**config.mk**
```make
export PLATFORM = sky130hd
export DESIGN_NAME = ksi_front
export DESIGN_NICKNAME = d
export VERILOG_FILES = /design/src/rtl/core/keyframe_sampler_interpolator_macros.svh /design/src/rtl/core/ksi_pkg.sv /design/src/rtl/core/ksi_front.sv
export SDC_FILE = /design/constraint.sdc
export NUM_CORES = 1
export LEC_CHECK = 0
export BUFFER_PORTS_ARGS = -buffer_cell sky130_fd_sc_hd__buf_2
export CAP_MARGIN = 20
export CORE_UTILIZATION = 47
export CTS_BUF_LIST = sky130_fd_sc_hd__clkbuf_8 sky130_fd_sc_hd__clkbuf_16
export CTS_CLUSTER_DIAMETER = 150
export DETAILED_ROUTE_END_ITERATION = 6
export PLACE_DENSITY = 0.75
export SYNTH_ARGS = -nofsm -noshare
export SYNTH_HDL_FRONTEND = slang
export SYNTH_SLANG_ARGS = --single-unit
export TNS_END_PERCENT = 50
```
**constraint.sdc**
```tcl
create_clock -name clock -period 13.3 [get_ports clock]
set_input_delay 0.665 -clock clock [delete_from_list [all_inputs] [get_ports clock]]
set_output_delay 0.665 -clock clock [all_outputs]
set_load 0.03 [all_outputs]
```
**src/rtl/core/keyframe_sampler_interpolator_macros.svh**
```systemverilog
// Assertion macros for the keyframe sampler.
// Included by the top level; has no other dependencies.
`ifndef KEYFRAME_SAMPLER_INTERPOLATOR_MACROS_SVH
`define KEYFRAME_SAMPLER_INTERPOLATOR_MACROS_SVH
`ifndef SYNTHESIS
`define KSI_ASSERT_IMP(lbl, clk, rst, ante, cons) \
   lbl: assert property (@(posedge clk) disable iff (rst) (ante) |-> (cons)) \
      else $error("keyframe sampler assertion failed");
`define KSI_ASSERT_NXT(lbl, clk, rst, ante, cons) \
   lbl: assert property (@(posedge clk) disable iff (rst) (ante) |=> (cons)) \
      else $error("keyframe sampler assertion failed");
`else
`define KSI_ASSERT_IMP(lbl, clk, rst, ante, cons)
`define KSI_ASSERT_NXT(lbl, clk, rst, ante, cons)
`endif
`endif

```
**src/rtl/core/ksi_pkg.sv**
```systemverilog
// Shared types and constants of the keyframe sampler.
// No dependencies.
package ksi_pkg;
   localparam int KEY_DEPTH = 64;
   localparam int VAL_DEPTH = 192;
   localparam int KA_W = $clog2(KEY_DEPTH);
   localparam int VA_W = $clog2(VAL_DEPTH);
   localparam int QDEPTH = 2;
   localparam int QC_W = $clog2(QDEPTH + 1);

   localparam logic [1:0] MODE_KEY  = 2'd0;
   localparam logic [1:0] MODE_VAL  = 2'd1;
   localparam logic [1:0] MODE_EVAL = 2'd2;

   localparam logic [1:0] IM_LINEAR = 2'd0;
   localparam logic [1:0] IM_STEP   = 2'd1;
   localparam logic [1:0] IM_CUBIC  = 2'd2;

   localparam logic [1:0] STAT_INTERP = 2'd0;
   localparam logic [1:0] STAT_LOW    = 2'd1;
   localparam logic [1:0] STAT_HIGH   = 2'd2;
   localparam logic [1:0] STAT_EMPTY  = 2'd3;

   localparam logic [1:0] REG_MODE = 2'd0;
   localparam logic [1:0] REG_KEYS = 2'd1;
   localparam logic [1:0] REG_VALS = 2'd2;

   typedef struct packed {
      logic [1:0]         mode;
      logic [7:0]         entry_index;
      logic signed [31:0] time_value;
      logic signed [31:0] val_x;
      logic signed [31:0] val_y;
      logic signed [31:0] val_z;
      logic signed [31:0] val_w;
   } req_type;

   typedef struct packed {
      logic signed [31:0] out_x;
      logic signed [31:0] out_y;
      logic signed [31:0] out_z;
      logic signed [31:0] out_w;
      logic [1:0]         status;
   } rsp_type;

   typedef enum logic [1:0] {OP_KEY, OP_VAL, OP_EVAL} op_type;

   typedef struct packed {
      op_type             op;
      logic [7:0]         slot;
      logic signed [31:0] t;
      logic [127:0]       val;
   } cmd_type;

   typedef struct packed {
      logic [1:0] interp_mode;
      logic [6:0] key_count;
      logic [7:0] value_count;
   } cfg_type;

   typedef struct packed {
      logic [QC_W-1:0] count;
   } fst_type;
endpackage

```
**src/rtl/core/ksi_front.sv**
```systemverilog
// Front end of the keyframe sampler: accepts words, classifies them and queues the valid ones.
// Depends on ksi_pkg.
module ksi_front (
   input  logic             clock,
   input  logic             reset,
   input  logic             req_valid,
   output logic             req_ready,
   input  ksi_pkg::req_type req_data,
   output logic             cmd_valid,
   output ksi_pkg::cmd_type cmd,
   input  logic             cmd_pop,
   output ksi_pkg::fst_type fst
);
   import ksi_pkg::*;

   localparam int QP_W = (QDEPTH > 1) ? $clog2(QDEPTH) : 1;

   cmd_type         q_ff [QDEPTH];
   logic [QP_W-1:0] rd_ptr_ff;
   logic [QP_W-1:0] wr_ptr_ff;
   logic [QC_W-1:0] count_ff;
   logic            keep;
   logic            push;
   cmd_type         cls;

   always_comb begin
      cls.slot = req_data.entry_index;
      cls.t = req_data.time_value;
      cls.val = {req_data.val_x, req_data.val_y, req_data.val_z, req_data.val_w};
      cls.op = OP_EVAL;
      keep = 1'b0;
      case (req_data.mode)
         MODE_KEY: begin
            cls.op = OP_KEY;
            keep = {1'b0, req_data.entry_index} < 9'(KEY_DEPTH);
         end
         MODE_VAL: begin
            cls.op = OP_VAL;
            keep = {1'b0, req_data.entry_index} < 9'(VAL_DEPTH);
         end
         MODE_EVAL: begin
            keep = 1'b1;
         end
         default: begin
            keep = 1'b0;
         end
      endcase
   end

   assign req_ready = count_ff != QC_W'(QDEPTH);
   assign push = req_valid && req_ready && keep;
   assign cmd_valid = count_ff != '0;
   assign cmd = q_ff[rd_ptr_ff];
   assign fst.count = count_ff;

   always_ff @(posedge clock) begin
      if (reset) begin
         rd_ptr_ff <= '0;
         wr_ptr_ff <= '0;
         count_ff <= '0;
      end else begin
         if (push) begin
            q_ff[wr_ptr_ff] <= cls;
            wr_ptr_ff <= (wr_ptr_ff == QP_W'(QDEPTH - 1)) ? '0 : wr_ptr_ff + 1'b1;
         end
         if (cmd_pop) begin
            rd_ptr_ff <= (rd_ptr_ff == QP_W'(QDEPTH - 1)) ? '0 : rd_ptr_ff + 1'b1;
         end
         count_ff <= count_ff + QC_W'(push) - QC_W'(cmd_pop);
      end
   end
endmodule

```
==> metrics.md <==
| Metric | Value |
|---|---|
| Status | completed |
| Largest net degree at the start of global routing | between 150 and 200 |
| Routed Antenna Nets | 0 |
| Number of global-route vias before repair | ~6600 |
| Most area-hungry cell type in the Yosys netlist | edfxtp_1 |
| RSZ-0062 raised after global routing | no |
| Die X-Extent | 168 um |
| Gp weighted congestion | around 0.76 |
| PwrDens | roughly 160 nW/um^2 |
| Tmin final | 3650 ps |
| Layout fillers | 1964 |
| Max-cap violations | 0 |
| Clock skew | between 7 and 8 ps |
| Nets | 1105 |
| Starting DRT DRC Count | 417 |
| First-pass GRT wire length | between 30 and 40 mm |
| DRC viols | 0 |
| Post-synthesis sequential area ratio | 0.797 |
| CTS root buf | clkbuf_16 |
| Register area | 10300 sq um |
| Flops & latches, synth | 345 |
| Total CTS buffers | 36 |
| Max incr delay on CP | around 940 ps |
| Synth Warn # | 0 |
| Final setup violation count | 0 |
| Yosys top cell area share | 0.789 |
| Fmax | 274 MHz |
| Final Max Slew Viols | 0 |
| Post_cts resized | 0 |
| Pint | 0.00197 W |
| PortBufs | between 300 and 400 |
| Io pins | 348 |
| Synthesis-to-layout area growth | 25.0% |
| Wirelength per Cell | 18.4 um |
| Critical path peak fanout | 55 |
| DRT Pass-1 Iters | 6 |
| Cells after Synth | 558 |
| DIE AREA | between 20000 and 30000 sq um |
| CP Capture Type | output port |
| Combinational power share | 0.127 |
| Max clock buf depth | 3 |
| Fin Hold WS | 357 ps |
| Rel. slew slack | 0.297 |
| Core Area | 27000 sq um |
| Worst hold path class | in -> reg |
| Synthesized Nets | 734 |
| Dpl hpwl | 15.6 mm |
| Via density | 4.92 |
| Hold_buf cts | 0 |
| Pre-CTS setup slack | roughly 10000 ps |
| Final non-filler cell total | 1299 |
| CP Launch Type | register |
| Post-CTS setup buffer count | 0 |
| Netlist Area Pre-Place | 12900 sq um |
| Clk sinks | 345 |
| Layout cell share with drive strength beyond 1 | 0.612 |
| Clk pin slew, worst setup/hold paths | 60 ps |
| Row count | 60 |
| Hold path depth | 1 |
| H-tree Lvls | 2 |
| WL final | 24.0 mm |
| Flop pwr share | 0.495 |
| Finished Core Util | 0.600 |
| Post-Syn Area per Cell | around 23 sq um |
| Final hold violation count | 0 |
| Setup WS post-layout | 9650 ps |
| Multi-input combinational cell area | approximately 2500 sq um |
| Dpl cells | 1232 |
| Initial Utilization | 0.480 |
| Via count | 6396 |
| CTS tree | built |
| Top post-synthesis cells by area | edfxtp_1 79%, mux2_4 12%, mux2_2 6.2% |
| CP required | 12640 ps |
| Initial antenna violation count | 8 |
| Maximum VDD drop | 123 uV |
| Distinct cell type count after synthesis | 20 |
| Die height | 168 um |
| Clock power share | 0.378 |
| Power, Total | roughly 0.0026 W |
| Worst-Margin Slew | 1050 ps |
| Switching share of power | 0.232 |
| GR Overflow Total | 0 |
| R2R cell count | 5 |
| Worst endpoint data arrival time | 2980 ps |
| Critical path class | reg -> out |
| Most common cell after layout, fill and taps aside | buf_2 |
| Most frequent cells in the layout | 347 x buf_2, 340 x edfxtp_1, 100 x mux2_4 |
| GRT Total Usage | 0.164 |
| CP Cell Sequence | buf_4 > mux2_2 > buf_2 |
| P_sw | 0.000595 W |
| Static Leakage | roughly 6.2 nW |
| Clk_lat worst skew | 490 ps |
| Period utilization | 0.274 |
| Crit-path slowest cell | dfxtp_4 |
-- metrics by stage --
stage | setup TNS [ps] | cell area (sq um)
floorplan | -38710 | 12900
global placement | 0 | 15000
detailed placement | 0 | 15000
CTS | 0 | 16200
global route | 0 | 16200
finish | 0 | 16200
-- critical path, delay by kind of cell (launching register included) --
kind     cells  cell delay (ps)
flops        1              940
mux          1              410
buf+inv      2             1060
-- state kept, by name, indices dropped and copies added, names as in the netlist, named ones only --
| signal | cells |
|---|---|
| fst | 2 |
| wr_ptr_ff | 1 |
| rd_ptr_ff | 1 |
| q_ff | 340 |
-- power groups by stage --
stage          Sequential, W  Combinational, W  Clock, W
4_1_cts              0.00127          0.000330  0.000995
2_1_floorplan        0.00130          0.000240         0
5_1_grt              0.00127          0.000344   0.00104
6_report             0.00127          0.000326  0.000968
3_5_place_dp         0.00129          0.000329         0
3_3_place_gp         0.00129          0.000325         0
-- cell type report --
| type | count | share of cell area |
|---|---|---|
| clock buffer | 39 | 0.0590 |
| timing repair buffer | 353 | 0.111 |
| inverter | 2 | 0.000464 |
| antenna | 5 | 0.000774 |
| sequential | 345 | 0.638 |
| tap | 341 | 0.0264 |
| multi-input combinational | 191 | 0.152 |
| clock inverter | 23 | 0.0128 |
-- layer usage --
layer / share of wire / track usage / routed length (um)
met1: 0.38 / 0.183 / 9170
met5: 0.0013 / 0 / 31
met4: 0.020 / 0.0491 / 471
met3: 0.087 / 0.0592 / 2080
met2: 0.51 / 0.292 / 12200
-- synthesized netlist by cell type --
| cell | count |
|---|---|
| edfxtp_1 | 340 |
| mux2_4 | 100 |
| mux2_2 | 71 |
| buf_6 | 12 |
| buf_2 | 7 |
| nor2_1 | 6 |
| dfxtp_1 | 5 |
| ha_1 | 2 |
| inv_1 | 2 |
| nor2b_1 | 2 |
| xnor2_1 | 2 |
| a21oi_1 | 1 |
| clkbuf_1 | 1 |
| nand2b_1 | 1 |
| nor3_1 | 1 |
| nor3b_1 | 1 |
| o2111ai_2 | 1 |
| o21ai_2 | 1 |
| or2_2 | 1 |
| xor2_1 | 1 |
-- cell families after synthesis --
logic type      after synthesis  share of synthesized area
fa+ha+maj                     2                    0.00193
compound gates                3                    0.00222
buf+inv                      22                     0.0140
flops                       345                      0.797
mux                         171                      0.178
simple gates                 12                    0.00464
xor+xnor                      3                    0.00203
-- path summary, 6_finish.rpt --
path                        to  slack [ps]     startpoint
hold reg to reg      rd_ptr_ff         520      rd_ptr_ff
setup / recovery       cmd[52]        9650       register
setup reg to reg   q_ff[1][70]       10730         fst[0]
hold / removal    q_ff[0][134]         360  req_data[134]
Power figures use the tool's default switching activity.
